--- src/hw/rtl/ccs_pkg.sv ---
// Shared types, constants and helper functions for the contour cell segmenter.
// Used by every module under hw/rtl; depends on nothing else.
package ccs_pkg;

  // ---------------------------------------------------------------- payload
  typedef struct packed {
    logic signed [31:0] height_sw;
    logic signed [31:0] height_se;
    logic signed [31:0] height_ne;
    logic signed [31:0] height_nw;
    logic signed [31:0] x_low;
    logic signed [31:0] x_high;
    logic signed [31:0] y_low;
    logic signed [31:0] y_high;
  } cell_t;

  typedef struct packed {
    logic signed [31:0] seg_x_start;
    logic signed [31:0] seg_y_start;
    logic signed [31:0] seg_x_end;
    logic signed [31:0] seg_y_end;
    logic [1:0]         level_index;
    logic               last_segment;
  } seg_t;

  // ------------------------------------------------------ config registers
  localparam int unsigned CfgIdxW = 3;
  localparam logic [CfgIdxW-1:0] CFG_LEVEL_COUNT = 3'd0;
  localparam logic [CfgIdxW-1:0] CFG_LEVEL_ZERO  = 3'd1;

  // --------------------------------------------------------- internal widths
  // relative heights: 4*(corner-level) or sum of four differences
  typedef logic signed [34:0] hgt_t;
  // positions in half-LSB units, offset by 2^33 so they are never negative
  localparam int unsigned UposW = 34;
  typedef logic [UposW-1:0] upos_t;
  // Q16.16 value before saturation
  typedef logic signed [34:0] qwide_t;

  localparam logic [34:0] HalfOfs = 35'h2_0000_0000;
  localparam qwide_t      QOfs    = 35'sh1_0000_0000;

  // crossing unit sizes
  localparam int unsigned MagW   = 36;
  localparam int unsigned SumW   = 37;
  localparam int unsigned DivW   = 38;
  localparam int unsigned AccW   = 72;
  localparam int unsigned QuoW   = 34;
  localparam int unsigned StepCntW = 6;

  // ----------------------------------------------------- case classification
  localparam logic [1:0] SH_BELOW = 2'd0;
  localparam logic [1:0] SH_ON    = 2'd1;
  localparam logic [1:0] SH_ABOVE = 2'd2;

  // triangle-local vertices: first corner, centre, next corner
  localparam logic [1:0] TV_FIRST  = 2'd0;
  localparam logic [1:0] TV_CENTRE = 2'd1;
  localparam logic [1:0] TV_NEXT   = 2'd2;

  typedef enum logic [3:0] {
    SC_NONE,
    SC_F_C,      // first -> centre
    SC_C_N,      // centre -> next
    SC_N_F,      // next -> first
    SC_F_XCN,    // first -> crossing(centre, next)
    SC_C_XNF,    // centre -> crossing(next, first)
    SC_N_XFC,    // next -> crossing(first, centre)
    SC_XFC_XCN,
    SC_XCN_XNF,
    SC_XNF_XFC
  } seg_case_e;

  typedef seg_case_e case_row_t [3];
  typedef case_row_t case_plane_t [3];

  localparam case_plane_t CaseTable [3] = '{
    '{ '{SC_NONE, SC_NONE, SC_XCN_XNF},
       '{SC_NONE, SC_C_N, SC_C_XNF},
       '{SC_XFC_XCN, SC_N_XFC, SC_XNF_XFC} },
    '{ '{SC_NONE, SC_N_F, SC_F_XCN},
       '{SC_F_C, SC_N_F, SC_F_C},
       '{SC_F_XCN, SC_N_F, SC_NONE} },
    '{ '{SC_XNF_XFC, SC_N_XFC, SC_XFC_XCN},
       '{SC_C_XNF, SC_C_N, SC_NONE},
       '{SC_XCN_XNF, SC_NONE, SC_NONE} }
  };

  // one segment end: a vertex (pa) or the crossing between pa and pb
  typedef struct packed {
    logic       xing;
    logic [1:0] pa;
    logic [1:0] pb;
  } ep_sel_t;

  typedef struct packed {
    ep_sel_t st;
    ep_sel_t en;
  } seg_sel_t;

  // ------------------------------------------------------------- queue item
  typedef struct packed {
    logic  xing;
    hgt_t  ha;
    hgt_t  hb;
    upos_t uxa;
    upos_t uya;
    upos_t uxb;
    upos_t uyb;
  } endpoint_t;

  typedef struct packed {
    endpoint_t  ep_start;
    endpoint_t  ep_end;
    logic [1:0] level;
    logic       last;
  } job_t;

  localparam int unsigned QueueDepth = 2;
  localparam int unsigned QueueAw    = 1;

  // crossing unit request
  typedef struct packed {
    hgt_t  ha;
    hgt_t  hb;
    upos_t ua;
    upos_t ub;
  } xreq_t;

  // ---------------------------------------------------------- state machines
  typedef enum logic [1:0] {F_IDLE, F_LEVEL, F_TRI, F_FLUSH} front_state_e;
  typedef enum logic [1:0] {B_IDLE, B_EVAL, B_WAIT, B_OUT} back_state_e;
  typedef enum logic [2:0] {X_IDLE, X_SUM, X_MUL, X_ADD, X_DIV, X_DONE} xing_state_e;

  // --------------------------------------------------------------- functions
  function automatic seg_sel_t seg_select(seg_case_e c);
    seg_sel_t s;
    s = '0;
    case (c)
      SC_F_C:     begin s.st.pa = TV_FIRST;  s.en.pa = TV_CENTRE; end
      SC_C_N:     begin s.st.pa = TV_CENTRE; s.en.pa = TV_NEXT;   end
      SC_N_F:     begin s.st.pa = TV_NEXT;   s.en.pa = TV_FIRST;  end
      SC_F_XCN: begin
        s.st.pa = TV_FIRST;
        s.en = '{xing: 1'b1, pa: TV_CENTRE, pb: TV_NEXT};
      end
      SC_C_XNF: begin
        s.st.pa = TV_CENTRE;
        s.en = '{xing: 1'b1, pa: TV_NEXT, pb: TV_FIRST};
      end
      SC_N_XFC: begin
        s.st.pa = TV_NEXT;
        s.en = '{xing: 1'b1, pa: TV_FIRST, pb: TV_CENTRE};
      end
      SC_XFC_XCN: begin
        s.st = '{xing: 1'b1, pa: TV_FIRST, pb: TV_CENTRE};
        s.en = '{xing: 1'b1, pa: TV_CENTRE, pb: TV_NEXT};
      end
      SC_XCN_XNF: begin
        s.st = '{xing: 1'b1, pa: TV_CENTRE, pb: TV_NEXT};
        s.en = '{xing: 1'b1, pa: TV_NEXT, pb: TV_FIRST};
      end
      SC_XNF_XFC: begin
        s.st = '{xing: 1'b1, pa: TV_NEXT, pb: TV_FIRST};
        s.en = '{xing: 1'b1, pa: TV_FIRST, pb: TV_CENTRE};
      end
      default: s = '0;
    endcase
    return s;
  endfunction

  function automatic logic [1:0] sign_class(hgt_t h);
    logic [1:0] r;
    if (h > 35'sd0) r = SH_ABOVE;
    else if (h < 35'sd0) r = SH_BELOW;
    else r = SH_ON;
    return r;
  endfunction

  // half-LSB offset position to Q16.16, ties toward plus infinity
  function automatic qwide_t half_to_q(upos_t u);
    logic [34:0] t;
    t = {1'b0, u} + 35'd1;
    return $signed({1'b0, t[34:1]}) - QOfs;
  endfunction

  function automatic logic signed [31:0] sat_q32(qwide_t v);
    logic signed [31:0] r;
    if (v > 35'sd2147483647) r = 32'sh7fff_ffff;
    else if (v < -35'sd2147483648) r = 32'sh8000_0000;
    else r = v[31:0];
    return r;
  endfunction

  function automatic logic [MagW-1:0] mag36(hgt_t h);
    logic [MagW-1:0] e;
    e = {h[34], h};
    return h[34] ? (~e + 36'd1) : e;
  endfunction

endpackage

--- src/hw/rtl/ccs_queue.sv ---
// Two-entry job queue between front end and back end.
// Uses job_t and queue sizes from ccs_pkg.
module ccs_queue import ccs_pkg::*; (
  input  logic clk_i,
  input  logic rst_ni,
  input  logic push_i,
  input  job_t push_data_i,
  output logic ready_o,
  input  logic pop_i,
  output job_t pop_data_o,
  output logic valid_o
);

  job_t                 mem_q [QueueDepth];
  logic [QueueAw-1:0]   wr_q, rd_q;
  logic [QueueAw:0]     cnt_q;

  assign ready_o    = (cnt_q != (QueueAw+1)'(QueueDepth));
  assign valid_o    = (cnt_q != '0);
  assign pop_data_o = mem_q[rd_q];

  // pointers and fill count
  always_ff @(posedge clk_i or negedge rst_ni) begin
    if (!rst_ni) begin
      wr_q  <= '0;
      rd_q  <= '0;
      cnt_q <= '0;
    end else begin
      if (push_i) wr_q <= wr_q + QueueAw'(1);
      if (pop_i) rd_q <= rd_q + QueueAw'(1);
      if (push_i && !pop_i) cnt_q <= cnt_q + (QueueAw+1)'(1);
      else if (pop_i && !push_i) cnt_q <= cnt_q - (QueueAw+1)'(1);
    end
  end

  always_ff @(posedge clk_i) begin
    if (push_i) mem_q[wr_q] <= push_data_i;
  end

  a_no_overflow: assert property (@(posedge clk_i) disable iff (!rst_ni)
    push_i |-> ready_o) else $error("queue overflow");
  a_no_underflow: assert property (@(posedge clk_i) disable iff (!rst_ni)
    pop_i |-> valid_o) else $error("queue underflow");

endmodule

--- config.mk ---
export PLATFORM = sky130hd
export DESIGN_NAME = ccs_queue
export DESIGN_NICKNAME = d
export VERILOG_FILES = /design/src/hw/rtl/ccs_pkg.sv /design/src/hw/rtl/ccs_queue.sv
export SDC_FILE = /design/constraint.sdc
export NUM_CORES = 1
export LEC_CHECK = 0
export BUFFER_PORTS_ARGS = -buffer_cell sky130_fd_sc_hd__buf_2
export CAP_MARGIN = 30
export CORE_AREA = 5 5 325 327
export DETAILED_ROUTE_END_ITERATION = 8
export DIE_AREA = 0 0 330 332
export PLACE_DENSITY_LB_ADDON = 0.08
export REMOVE_ABC_BUFFERS = 1
export SETUP_SLACK_MARGIN = 0.02
export SYNTH_ARGS = -nofsm -noshare
export SYNTH_HDL_FRONTEND = slang
export SYNTH_SLANG_ARGS = --single-unit
--- constraint.sdc ---
create_clock -name clk_i -period 18.3 [get_ports clk_i]
set_input_delay 1.83 -clock clk_i [delete_from_list [all_inputs] [get_ports clk_i]]
set_output_delay 1.83 -clock clk_i [all_outputs]
set_load 0.02 [all_outputs]
After elaboration in Yosys (flattened, before gate mapping)

Memories as Yosys holds them, arrays and structs flattened.
Index checks and enable logic that the tools add are counted.

Bits in read-only memories: 0
Memories: 1
Latch bits: 0
Input bits: 421
Memory bits (writable): 834
Register bits: 4

Memories:

| memory | depth | bits a word | read ports | clocked after memory_dff | wr ports | RTL line        | text |
|---|---|---|---|---|---|---|---|
| mem_q  | 2     | 417         | 1          | 0                        | 1        | ccs_queue.sv:14 | `job_t mem_q [QueueDepth];` |

Shifts and indexed selects: 0
Order comparisons: 0
Div/mod/pow operators: 0
Reductions and logical operators: 6
Muxes and demuxes: 4
$add $sub $neg: 4
Multipliers: 0
Bitwise operators: 0
Eq/ne operators: 1

Operators with widths:

| cell                                                               | count |
|---|---|
| 2-bit two-way mux                                                  | 2 |
| 2-bit nonzero test                                                 | 2 |
| 1-bit adder, second input constant                                 | 2 |
| 2-bit by 1-bit adder with 2-bit output, second input constant      | 1 |
| 1-bit logical AND                                                  | 2 |
| 1-bit zero test                                                    | 2 |
| 1-bit two-way mux                                                  | 2 |
| 2-bit inequality test, second input constant                       | 1 |
| 2-bit by 1-bit subtractor with 2-bit output, second input constant | 1 |

Depth between registers and ports, before layout

Gate-level depths: netlist of the first run.

Depth in word-level cells: 4
Depth in mapped cells: 5
Depth with buffers taken out: 5

Worst setup path after synthesis of the first run

OpenSTA, ideal clock, no wires.

Path type: input to register
Start point: input push_i
End point: memory mem_q[0][0] in the netlist's numbering, enable pin
Setup slack: -2.678 ns
Arrival time: 19.722 ns
Buffers on the path: 0
Stages on the path: 1
Library setup time: 1.256 ns
Cells stage by stage: nor2b_1

Cells in the longest elaborated chain, start to end: 2

RTL lines:

| element                                 | RTL line        | text |
|---|---|---|
| from (decl)                             | ccs_queue.sv:6  | `input logic push_i,` |
| 1-bit two-way mux                       | ccs_queue.sv:37 | `if (push_i) mem_q[wr_q] <= push_data_i;` |
| 1-bit two-way mux (not written as such) | ccs_queue.sv:37 |  |
| to (decl)                               | ccs_queue.sv:14 |  |

No other way between the ends.

==> impl_results.rst, run 1 <==
.. list-table::
   :header-rows: 1

   * - Metric
     - Value
   * - Outcome
     - finished clean
   * - Terminating pin of the worst hold path
     - cnt_q[1]
   * - Clock Latency Late Sink
     - about 650 ps
   * - VDD IR max
     - 0.00009648 V
   * - Die outline area
     - about 110000 µm²
   * - DRC viols
     - 0
   * - Instance area after placement
     - 36140 µm²
   * - Synth area leader
     - sky130_fd_sc_hd__edfxtp_1
   * - Number of max-slew violations in the final report
     - 0
   * - Max Root-Sink Buffers
     - 3
   * - Crit path capture type
     - output port
   * - Share of Yosys cell area claimed by the top area cell type
     - just over 80%
   * - Tightest slew margin relative to the limit
     - roughly a quarter
   * - Core region area
     - 102600 µm²
   * - Ys flop type
     - sky130_fd_sc_hd__edfxtp_1
   * - Number of filler instances in the final layout
     - ~9.7k
   * - Netlist area before placement
     - just over 30000 µm²
   * - Top cell types by occurrence after synthesis
     - sky130_fd_sc_hd__edfxtp_1, sky130_fd_sc_hd__mux2_2, sky130_fd_sc_hd__mux2_1, sky130_fd_sc_hd__buf_2, sky130_fd_sc_hd__buf_4
   * - Highest attainable clock frequency
     - 150.5 MHz
   * - CP Max Fanout
     - 74
   * - Vias in the first global route
     - roughly 17k
   * - Violation count after the first detailed-route iteration
     - 707
   * - Aggregate negative setup slack
     - 0 ps
   * - Largest net degree at the start of global routing
     - about 160
   * - Global Route Usage Sum
     - between 15 and 20%
   * - Logic pwr share
     - 31.4%
   * - Placer's final routability congestion estimate
     - 0.8007
   * - Number of flops mapped to enable cells by yosys
     - approximately 830
   * - DR vias/cell
     - ~4.3
   * - Worst Path Class, Setup
     - flip-flop to output port
   * - H-tree lvl count
     - 3
   * - Sw Ratio
     - between 30 and 40%
   * - Global-route wire length before repair
     - approximately 120 mm
   * - Routed Antenna Nets
     - 0
   * - Final worst-path cycle share
     - 36.31%
   * - Initial core utilization
     - 29.42%
   * - Mean instance size in the synthesized netlist
     - 22.99 µm²
   * - Horizontal die dimension
     - between 300 and 400 µm
   * - Count of input and output buffers
     - between 800 and 900
   * - Data arrival at the endpoint of the critical path
     - between 4000 and 5000 ps
   * - Fraction of final layout cells sized beyond drive strength 1
     - a little under three fifths
   * - Final routed wire length divided by cell count
     - approximately 24 µm
   * - Depth of the worst register-to-register path
     - 5
   * - CTS Root Cell
     - sky130_fd_sc_hd__clkbuf_16
   * - Fin area
     - about 39000 µm²
   * - Most frequent cell after synthesis
     - sky130_fd_sc_hd__edfxtp_1
   * - Number of I/O pins
     - 840
   * - Final layout net count
     - about 2.6k
   * - First-pass DRT Iterations
     - 4
   * - Share of total power in sequential cells
     - 41.2%
   * - Maximum clock skew at final layout
     - between 20 and 25 ps
   * - Part of the Yosys area used for sequential elements
     - between 80% and 90%
   * - Post-detail-place hpwl
     - 63.22 mm
   * - Yosys Warn Count
     - 0
   * - Post-layout power
     - between 6 and 7 mW
   * - Hold Vio Cnt, Final
     - 0
   * - Power per standard cell area
     - around 160 nW/µm²
   * - FF-to-FF setup slack
     - 14180 ps
   * - Number of resized instances in the post-cts repair step
     - 0
   * - Die Y-Extent
     - roughly 330 µm
   * - Clock tree from TritonCTS
     - done
   * - Post-synthesis sequential element count
     - around 840
   * - Sum of routed wire length over all layers
     - about 90 mm
   * - Count of vias placed by the detailed router
     - about 16k
   * - Clock sinks
     - 838
   * - Worst hold stages
     - 1
   * - Area added between synthesis and finish
     - 29.57%
   * - Count of distinct cell types in the synthesized netlist
     - 15
   * - Start point of the worst hold path
     - cnt_q[1]
   * - FFs w/ async S/R, synth
     - less than 1%
   * - Data required time of the worst path
     - approximately 16000 ps
   * - Unrepaired setup endpoints after global routing
     - false
   * - Crit path time final
     - 6645 ps
   * - Total of max-cap violations
     - 0
   * - Number of standard cells in the layout, taps in and fillers out
     - 3710
   * - Number of hold buffers added after CTS
     - 0
   * - Reg clk slew, reported paths
     - 60 ps
   * - Top cells by area, synth
     - sky130_fd_sc_hd__edfxtp_1, sky130_fd_sc_hd__mux2_2, sky130_fd_sc_hd__mux2_1
   * - Placement Rows
     - 118
   * - P_int
     - about 4.3 mW
   * - Number of placed instances, taps included
     - between 3k and 4k
   * - R2r endpoint
     - mem_q[0][364]
   * - # Post-CTS Setup Buffers
     - 0
   * - Overflow after GRT
     - 0
   * - Reg-to-reg startpoint
     - wr_q
   * - Number of antenna violations at the first check in global routing
     - 59
   * - Cell count after synthesis
     - about 1.3k
   * - Startpoint class of the critical path
     - flip-flop
   * - Transition time at the pin with the least slew margin
     - ~1200 ps
   * - Number of buffers created by CTS
     - 93
   * - Static leakage power
     - roughly 14 nW
   * - Endpoints failing setup
     - 0
   * - Power dissipated by switching net loads
     - about 2.2 mW
   * - Min-Delay Path Class
     - flip-flop to flip-flop
   * - Share of total power in the clock network
     - 27.4%
-- routing by layer --
metal	vias up	routed length, µm	share of wire [%]	track usage [%]
met1	8093	28340	32	14.43
met4	34	3091	3.5	6.177
li1	7140	-	-	-
met5	-	236	0.27	0
met3	205	7882	9.0	6.309
met2	609	47980	55	28.61
-- how the worst max path moves through the flow --
stage,from,to,slack [ps],depth (start not counted)
6_report,rd_q,pop_data_o[93],11660,7
3_3_place_gp,rd_q,pop_data_o[219],11910,5
2_1_floorplan,push_i,mem_q[0][0],-2680,1
4_1_cts,rd_q,pop_data_o[93],11480,7
3_5_place_dp,rd_q,pop_data_o[93],12240,7
5_1_grt,rd_q,pop_data_o[93],11340,7
-- critical path, cell delays in order (launching register included) --
cell	delay [ps]
sky130_fd_sc_hd__dfrtp_4	820
sky130_fd_sc_hd__buf_16	300
sky130_fd_sc_hd__buf_4	450
sky130_fd_sc_hd__buf_16	300
sky130_fd_sc_hd__buf_4	680
sky130_fd_sc_hd__buf_4	810
sky130_fd_sc_hd__mux2_2	430
sky130_fd_sc_hd__buf_2	160
-- cell type report --
type / count / area, µm² / share of cell area [%]
multi-input cells: 428 / 4791 / 12.25
well taps: 1380 / 1727 / 4.415
inverters: 1 / 3.754 / 0.009597
diodes: 34 / 85.08 / 0.2175
flip-flops and latches: 838 / 25150 / 64.30
clock inverters: 61 / 469.2 / 1.200
repair buffers: 857 / 4472 / 11.43
clock buffers: 111 / 2416 / 6.177
-- cell usage in the layout (no fill, tap or decap), drive strengths merged --
cell type and count:
buf 857, nor2b 1, edfxtp 834, xor2 4
ha 1, mux2 417, or2 1, clkbuf 111
xnor2 1, nand2b 1, diode 34, dfrtp 4
clkinv 51, and2 1, inv 4, bufinv 5
nor2 1, clkinvlp 2
-- stage by stage --
| stage | worst slack (ps) | util [%] | hold slack, ps |
|---|---|---|---|
| final | 11660 | 38.12 | 496.9 |
| after detailed placement | 12240 | 35.22 | 480.3 |
| after global placement | 11910 | 35.09 | 482.6 |
| after global routing | 11340 | 38.08 | 525.8 |
| after CTS | 11480 | 38.03 | 495.8 |
| after floorplan | -2678 | - | 455.5 |
-- registers in the layout, indices dropped and copies added (netlist names) --
name	count
cnt_q	2
mem_q	834
rd_q	1
wr_q	1
-- cells by family (layout without fill, tap and decap cells) --
family                   after synthesis  count (layout)  synth area share [%]
XOR/XNOR                               5               5                0.1451
adder cells (fa/ha/maj)                1               1               0.04144
buffers and inverters                 47            1030                0.8663
flip-flops                           838             838                 83.30
multiplexers                         417             417                 15.56
other                                  0              34                     0
AND/OR/NAND/NOR                        5               5               0.09537
-- power groups by stage --
| stage | sequential (mW) | clock (mW) | combinational (mW) |
|---|---|---|---|
| 5_1_grt | 2.68 | 1.91 | 2.15 |
| 3_5_place_dp | 2.70 | 0 | 2.07 |
| 2_1_floorplan | 3.00 | 0 | 1.34 |
| 4_1_cts | 2.66 | 1.83 | 2.08 |
| 6_report | 2.65 | 1.76 | 2.02 |
| 3_3_place_gp | 2.71 | 0 | 2.03 |
Power figures use the tool's default switching activity.
==> run 2, diff against run 1 <==
--- a/config.mk
+++ b/config.mk
@@ -5,6 +5,7 @@
 export SDC_FILE = /design/constraint.sdc
 export NUM_CORES = 1
 export LEC_CHECK = 0
+export ABC_AREA = 1
 export BUFFER_PORTS_ARGS = -buffer_cell sky130_fd_sc_hd__buf_2
 export CAP_MARGIN = 30
 export CORE_AREA = 5 5 325 327
==> constraint.sdc (replaced) <==
create_clock -name clk_i -period 6.5 [get_ports clk_i]
set_input_delay 0.65 -clock clk_i [delete_from_list [all_inputs] [get_ports clk_i]]
set_output_delay 0.65 -clock clk_i [all_outputs]
set_load 0.02 [all_outputs]
==> run 2 against run 1 <==
Worst hold slack worse by 310 ps. Synthesized area hardly changed. Clock-buffer cell count is 4 higher. Cell count hardly changed. Sequential power grew to 2.8 times the previous value. Register-to-register slack worse by 10000 ps. Die area stayed put. Sequential cell count stayed put. Non-clock buffer count is 1 lower. First-iteration DRC count is 8.2% lower. Critical endpoint is now pop_data_o[240]. Largest cell class unchanged. Largest power group unchanged.
==> impl_results.rst, run 2 <==
.. list-table::
   :header-rows: 1

   * - Metric
     - Value
   * - Top cell types by occurrence after synthesis
     - sky130_fd_sc_hd__edfxtp_1, sky130_fd_sc_hd__mux2_2, sky130_fd_sc_hd__mux2_1, sky130_fd_sc_hd__buf_2, sky130_fd_sc_hd__buf_4
   * - Global-route wire length before repair
     - 120.3 mm (about the same)
   * - Final cell utilization of the core
     - 38.11% (about the same)
   * - R2r endpoint
     - mem_q[1][135]
   * - Mean instance size in the synthesized netlist
     - 22.85 µm² (-0.62%)
   * - Count of input and output buffers
     - 839 (unchanged)
   * - Crit path time final
     - between 3000 and 4000 ps
   * - Ys flop type
     - sky130_fd_sc_hd__edfxtp_1
   * - Startpoint class of the critical path
     - flip-flop
   * - Clock Latency Late Sink
     - 650 ps (about the same)
   * - Cell family contributing the most delay on the critical path
     - flip-flops
   * - Number of I/O pins
     - 840 (unchanged)
   * - Routed Antenna Nets
     - 0 (unchanged)
   * - Yosys Warn Count
     - 0 (unchanged)
   * - Critical Path, Cell by Cell
     - buf_4, mux2_2, buf_2
   * - Outcome
     - finished clean
   * - Cell count after synthesis
     - 1322 (+0.69%)
   * - Number of max-slew violations in the final report
     - 0 (unchanged)
   * - FF-to-FF setup slack
     - 4130 ps (-10050 ps)
   * - Share of Yosys cell area claimed by the top area cell type
     - 82.92% (about the same)
   * - Highest attainable clock frequency
     - roughly 270 MHz
   * - Fin area
     - 39110 µm² (about the same)
   * - Horizontal die dimension
     - 330 µm (unchanged)
   * - Delay contributed by the slowest stage of the critical path
     - 960 ps (+140 ps)
   * - Data required time of the worst path
     - 5850 ps (-10620 ps)
   * - Overflow after GRT
     - 0 (unchanged)
   * - Placement Rows
     - 118 (unchanged)
   * - Top Registers
     - mem_q (834), cnt_q (2)
   * - CTS Root Cell
     - sky130_fd_sc_hd__clkbuf_16
   * - Maximum clock skew at final layout
     - 17.14 ps (-4.402 ps)
   * - Worst hold stages
     - 1 (unchanged)
   * - Synth area leader
     - sky130_fd_sc_hd__edfxtp_1
   * - Initial core utilization
     - 29.44% (about the same)
   * - Static leakage power
     - 14.44 nW (+0.24%)
   * - Endpoints failing setup
     - 0 (unchanged)
   * - Post-synthesis sequential element count
     - 838 (unchanged)
   * - Tightest slew margin relative to the limit
     - 30.23% (+6.9 points)
   * - Hold Vio Cnt, Final
     - 0 (unchanged)
   * - Top cells by area, synth
     - sky130_fd_sc_hd__edfxtp_1, sky130_fd_sc_hd__mux2_2, sky130_fd_sc_hd__mux2_1
   * - Instance area after placement
     - 36120 µm² (about the same)
   * - CP Max Fanout
     - 53 (-28%)
   * - Part of the Yosys area used for sequential elements
     - 83.25% (about the same)
   * - Clock tree from TritonCTS
     - done
   * - Area added between synthesis and finish
     - 29.48% (about the same)
   * - First-pass DRT Iterations
     - 4 (unchanged)
   * - Commonest non-fill, non-tap cell in the layout
     - sky130_fd_sc_hd__buf_2
   * - Most frequent cell after synthesis
     - sky130_fd_sc_hd__edfxtp_1
   * - Count of distinct cell types in the synthesized netlist
     - 14 (-1)
   * - Unrepaired setup endpoints after global routing
     - false
   * - Final worst-path cycle share
     - between 50% and 60%
   * - Final routed wire length divided by cell count
     - 23.53 µm (-0.29%)
   * - Global Route Usage Sum
     - 15.22% (+0.026 points)
   * - Max Root-Sink Buffers
     - 3 (unchanged)
   * - Number of antenna violations at the first check in global routing
     - 60 (+1.7%)
   * - Total of max-cap violations
     - 0 (unchanged)
   * - Core region area
     - 102600 µm² (unchanged)
   * - DR vias/cell
     - 4.307 (-0.64%)
   * - Netlist area before placement
     - 30200 µm² (about the same)
   * - Clock sinks
     - 838 (unchanged)
   * - Most frequent cells in the layout
     - sky130_fd_sc_hd__buf_2, sky130_fd_sc_hd__edfxtp_1, sky130_fd_sc_hd__mux2_2
   * - Fraction of final layout cells sized beyond drive strength 1
     - 56.53% (about the same)
   * - Crit path capture type
     - output port
   * - Post-detail-place hpwl
     - 62.49 mm (-1.1%)
   * - Start point of the worst hold path
     - push_data_i[248]
   * - Terminating pin of the worst hold path
     - mem_q[0][248]
   * - Depth of the worst register-to-register path
     - 3 (-2)
   * - Worst Path Class, Setup
     - flip-flop to output port
   * - FFs w/ async S/R, synth
     - 0.4773% (unchanged)
   * - Count of vias placed by the detailed router
     - 15.99k (-0.58%)
   * - Reg clk slew, reported paths
     - 60 ps (about the same)
   * - Sum of routed wire length over all layers
     - 87.33 mm (-0.24%)
   * - Number of flops mapped to enable cells by yosys
     - 834 (unchanged)
   * - VDD IR max
     - 0.0002900 V (+200%)
   * - Flip-flop count of the largest register, all copies and words added
     - 834 (unchanged)
   * - Reg-to-reg startpoint
     - wr_q
   * - Die Y-Extent
     - 332 µm (unchanged)
   * - Violation count after the first detailed-route iteration
     - 649 (-8.2%)
   * - Transition time at the pin with the least slew margin
     - 1047 ps (-104.0 ps)
   * - Vias in the first global route
     - 17.35k (-0.20%)
   * - Placer's final routability congestion estimate
     - 0.8268 (+3.3%)
   * - Data arrival at the endpoint of the critical path
     - 3050 ps (-1760 ps)
   * - Register bank with the most flops
     - mem_q
   * - Largest net degree at the start of global routing
     - 141 (-11%)
   * - DRC viols
     - 0 (unchanged)
   * - Min-Delay Path Class
     - primary input to flip-flop
   * - Number of buffers created by CTS
     - 95 (+2.2%)
   * - Cell type of the slowest stage on the worst timing path
     - sky130_fd_sc_hd__dfrtp_4
   * - Die outline area
     - 109600 µm² (unchanged)
   * - Final layout net count
     - 2651 (+0.38%)
   * - Power per standard cell area
     - 463.9 nW/µm² (+180%)
   * - H-tree lvl count
     - 3 (unchanged)
   * - Number of buffers and inverters on the critical path
     - 2 (-4)
-- run 2: cell families (layout without fill, tap and decap cells) --
logic type | after synthesis | count (layout) | share of synthesized area, %
xor gates and xnor gates | 3 | 3 | 0.08701
adders and majority gates | 1 | 1 | 0.04142
other | 0 | 29 | 0
and+or+nand+nor | 10 | 10 | 0.1367
DFF | 838 | 838 | 83.25
muxes | 417 | 417 | 15.55
buffers and inverters | 53 | 1034 | 0.9404
-- run 2: layer usage --
layer / track usage [%] / share of wire, % / up-vias
met2: 29.35 / 56 / 593
li1: - / - / 7169
met3: 6.577 / 9.2 / 189
met1: 14.15 / 32 / 8006
met4: 5.109 / 3.1 / 30
met5: 0 / 0.23 / -
-- run 2: layout make-up --
type / count / area (µm²)
inverter: 7 / 33.78
fill: 9677 / 63500
antenna: 29 / 72.57
tap: 1380 / 1727
clock inverter: 56 / 347.8
timing repair buffer: 856 / 4437
clock buffer: 115 / 2559
sequential: 838 / 25150
multi-input combinational: 431 / 4783
-- run 2: worst register-to-register path, stage by stage (launching register included) --
cell                      delay, ps
sky130_fd_sc_hd__dfrtp_1        420
sky130_fd_sc_hd__nand2_1        160
sky130_fd_sc_hd__inv_8          560
sky130_fd_sc_hd__buf_12         620
-- run 2: worst max-delay path by stage --
stage	from	end	slack (ps)	cells after the start
after detailed placement	rd_q	pop_data_o[240]	3380	3
after CTS	rd_q	pop_data_o[240]	2640	3
after floorplan	push_i	mem_q[0][0]	-12820	2
after global placement	rd_q	pop_data_o[240]	3390	3
final	rd_q	pop_data_o[240]	2800	3
after global routing	rd_q	pop_data_o[240]	2620	3
-- run 2: repair_timing --
action | 4_1_cts | 5_1_grt
hold buffers | 1 | 0
gates resized for setup | 0 | 0
endpoints found under the setup margin | 0 | 0
endpoints found under the hold margin | 4 | 0
buffers inserted | 0 | 0
-- run 2: power by group --
group          total, mW  switching, mW  internal (mW)
clock               4.97           2.07           2.90
combinational       5.70           3.69           2.01
sequential          7.47          0.292           7.18
-- run 2: through the flow --
step	setup slack (ps)	hold slack, ps	TNS [ps]	total power, mW	std cells
floorplan	-12820	354.4	-8362770	11.10	1276
finish	2802	183.5	0	18.14	3712
global placement	3390	462.8	0	13.42	3510
CTS	2638	113.5	0	18.54	3683
global route	2618	123.3	0	19.01	3697
detailed placement	3377	466.7	0	13.46	3511
==> run 3, diff against run 2 <==
--- a/config.mk
+++ b/config.mk
@@ -5,7 +5,7 @@
 export SDC_FILE = /design/constraint.sdc
 export NUM_CORES = 1
 export LEC_CHECK = 0
-export ABC_AREA = 1
+export ABC_AREA = 0
 export BUFFER_PORTS_ARGS = -buffer_cell sky130_fd_sc_hd__buf_2
 export CAP_MARGIN = 30
 export CORE_AREA = 5 5 325 327
==> constraint.sdc (replaced) <==
create_clock -name clk_i -period 3.8 [get_ports clk_i]
set_input_delay 0.38 -clock clk_i [delete_from_list [all_inputs] [get_ports clk_i]]
set_output_delay 0.38 -clock clk_i [all_outputs]
set_load 0.02 [all_outputs]
==> run 3 against run 2 <==
Global-route usage up 0.085 points. Clock power rose by 74%. Die area stayed put. Critical path depth did not move. Setup slack lost 2000 ps. Core utilization is 4.3 points higher. Cell count grew 11%. First-iteration DRC count up 33%. Sequential power up 69%. Critical path type unchanged.
==> impl_results.rst, run 3 (same netlist as run 1, synthesis figures left out) <==
.. list-table::
   :header-rows: 1

   * - Metric
     - Value
   * - Hold Vio Cnt, Final
     - 0 (unchanged)
   * - Count of vias placed by the detailed router
     - 17.45k (+9.1%)
   * - Endpoints failing setup
     - 0 (unchanged)
   * - Sw Ratio
     - 33.01% (-0.40 points)
   * - PnR worst setup slack
     - 792.7 ps (-2009 ps)
   * - Worst slack, placed
     - 1391 ps (-1986 ps)
   * - Depth of the worst register-to-register path
     - 2 (-1)
   * - Sum of routed wire length over all layers
     - 87.98 mm (+0.75%)
   * - R2r endpoint
     - mem_q[1][5]
   * - Power dissipated by switching net loads
     - 10.48 mW (+73%)
   * - Outcome
     - finished clean
   * - Aggregate negative setup slack
     - 0 ps (unchanged)
   * - Crit path time final
     - ~3000 ps
   * - Share of total power in sequential cells
     - 39.8% (-1.4 points)
   * - P_int
     - 21.27 mW (+76%)
   * - Cell family contributing the most delay on the critical path
     - flip-flops
   * - Number of placed instances, taps included
     - 3521 (+0.28%)
   * - Critical Path, Cell by Cell
     - buf_12, mux2_1, buf_2
   * - Share of total power in the clock network
     - 27.2% (-0.2 points)
   * - Number of standard cells in the layout, taps in and fillers out
     - 4122 (+11%)
   * - Crit path capture type
     - output port
   * - Data arrival at the endpoint of the critical path
     - 2630 ps (-420 ps)
   * - Highest attainable clock frequency
     - ~330 MHz
   * - Number of antenna violations at the first check in global routing
     - 13 (-78%)
   * - Transition time at the pin with the least slew margin
     - 859.2 ps (-187.4 ps)
   * - Core region area
     - 102600 µm² (unchanged)
   * - Reg-to-reg startpoint
     - wr_q
   * - Final worst-path cycle share
     - between 70% and 80%
   * - Clock Latency Late Sink
     - 630 ps (-20 ps)
   * - Commonest non-fill, non-tap cell in the layout
     - sky130_fd_sc_hd__buf_2
   * - Top Registers
     - mem_q (834), cnt_q (2)
   * - Static leakage power
     - 16.28 nW (+13%)
   * - Horizontal die dimension
     - 330 µm (unchanged)
   * - Number of max-slew violations in the final report
     - 0 (unchanged)
   * - Cell type of the slowest stage on the worst timing path
     - sky130_fd_sc_hd__dfrtp_4
   * - Area added between synthesis and finish
     - 44.03%
   * - Data required time of the worst path
     - 3420 ps (-2430 ps)
   * - CP Max Fanout
     - 67 (+26%)
   * - DR vias/cell
     - 4.233 (-1.7%)
   * - Die Y-Extent
     - 332 µm (unchanged)
   * - Power per standard cell area
     - 730.2 nW/µm² (+57%)
   * - CTS Root Cell
     - sky130_fd_sc_hd__clkbuf_16
   * - H-tree lvl count
     - 3 (unchanged)
   * - VDD IR max
     - 0.0004003 V (+38%)
   * - Reg clk slew, reported paths
     - 60 ps (about the same)
   * - Flip-flop count of the largest register, all copies and words added
     - 834 (unchanged)
   * - Violation count after the first detailed-route iteration
     - 866 (+33%)
   * - Most frequent cells in the layout
     - sky130_fd_sc_hd__buf_2, sky130_fd_sc_hd__edfxtp_1, sky130_fd_sc_hd__dlygate4sd3_1
   * - Number of I/O pins
     - 840 (unchanged)
   * - Startpoint class of the critical path
     - flip-flop
   * - Delay contributed by the slowest stage of the critical path
     - 800 ps (-160 ps)
   * - Unrepaired setup endpoints after global routing
     - false
   * - Maximum clock skew at final layout
     - 12.61 ps (-4.527 ps)
   * - Worst Path Class, Setup
     - flip-flop to output port
   * - Initial core utilization
     - 29.42% (about the same)
   * - Die outline area
     - 109600 µm² (unchanged)
   * - Placer's final routability congestion estimate
     - 0.8193 (-0.91%)
   * - Routed Antenna Nets
     - 0 (unchanged)
   * - Clock sinks
     - 838 (unchanged)
   * - Number of buffers and inverters on the critical path
     - 2 (unchanged)
   * - Fraction of final layout cells sized beyond drive strength 1
     - 48.13% (-8.4 points)
   * - Clock tree from TritonCTS
     - done
   * - Overflow after GRT
     - 0 (unchanged)
   * - Count of input and output buffers
     - 839 (unchanged)
   * - Post-detail-place hpwl
     - 62.38 mm (-0.17%)
   * - Total of max-cap violations
     - 0 (unchanged)
   * - Global Route Usage Sum
     - 15.31% (+0.085 points)
   * - Min-Delay Path Class
     - primary input to async pin
   * - First-pass DRT Iterations
     - 4 (unchanged)
   * - Tightest slew margin relative to the limit
     - 42.72% (+12 points)
   * - Max Root-Sink Buffers
     - 3 (unchanged)
   * - Largest net degree at the start of global routing
     - 95 (-33%)
   * - Global-route wire length before repair
     - 123.7 mm (+2.8%)
   * - Logic pwr share
     - 32.9% (+1.5 points)
   * - DRC viols
     - 0 (unchanged)
   * - Vias in the first global route
     - 19.09k (+10%)
   * - Final cell utilization of the core
     - 42.37% (+4.3 points)
   * - Placement Rows
     - 118 (unchanged)
   * - Final layout net count
     - 3078 (+16%)
   * - FF-to-FF setup slack
     - 1760 ps (-2370 ps)
   * - Register bank with the most flops
     - mem_q
   * - Final routed wire length divided by cell count
     - 21.34 µm (-9.3%)
   * - Number of resized instances in the post-cts repair step
     - 0 (unchanged)
   * - Number of buffers created by CTS
     - 93 (-2.1%)
## run 3: cell type report
| class | count | area (µm²) |
|---|---|---|
| Clock inverter | 47 | 436.7 |
| Clock buffer | 120 | 2471 |
| Tap cell | 1380 | 1727 |
| Antenna cell | 14 | 35.03 |
| Sequential cell | 838 | 25150 |
| Timing Repair Buffer | 1294 | 8866 |
| Multi-Input combinational cell | 428 | 4791 |
| Inverter | 1 | 3.754 |
| Fill cell | 9385 | 59130 |
## run 3: worst max path at each step
stage	start	endpoint	slack (ps)	cells past startpoint
3_5_place_dp	rd_q	pop_data_o[334]	1390	3
3_3_place_gp	rd_q	pop_data_o[334]	1380	3
2_1_floorplan	wr_q	mem_q[0][0]	-16210	1
5_1_grt	rd_q	pop_data_o[334]	650	3
6_report	rd_q	pop_data_o[280]	790	3
4_1_cts	rd_q	pop_data_o[334]	680	3
## run 3: power groups by stage
stage / clock network, mW / registers (mW) / logic (mW)
floorplan: 0 / 12.7 / 3.19
global placement: 0 / 12.8 / 10.4
detailed placement: 0 / 12.9 / 10.4
CTS: 8.98 / 12.7 / 10.8
global route: 9.36 / 12.8 / 11.1
finish: 8.64 / 12.6 / 10.5
## run 3: through the flow
step	total power, mW	hold WS [ps]	instance area (µm²)
5_1_grt	33.25	91.67	43470
3_5_place_dp	23.22	193.0	36330
3_3_place_gp	23.17	193.8	36330
4_1_cts	32.44	66.66	43440
2_1_floorplan	15.89	84.41	29930
6_report	31.75	134.8	43480
## run 3: worst register-to-register path, cell delays in order (launching register included)
cell                      delay [ps]
sky130_fd_sc_hd__dfrtp_1         420
sky130_fd_sc_hd__and2_4          740
sky130_fd_sc_hd__buf_4           500
## run 3: what timing repair did
item	CTS	global route
buffers inserted	0	0
hold buffers	420	0
endpoints found under the hold margin	840	0
## run 3: per-layer routing
metal	part of all wire [%]	wire, µm	global-route usage [%]	vias to the layer above
li1	-	-	-	7986
met1	35	30530	15.66	8692
met2	53	46340	28.20	598
met3	7.9	6992	4.906	172
met4	4.7	4119	7.081	0
met5	0	0	0	-
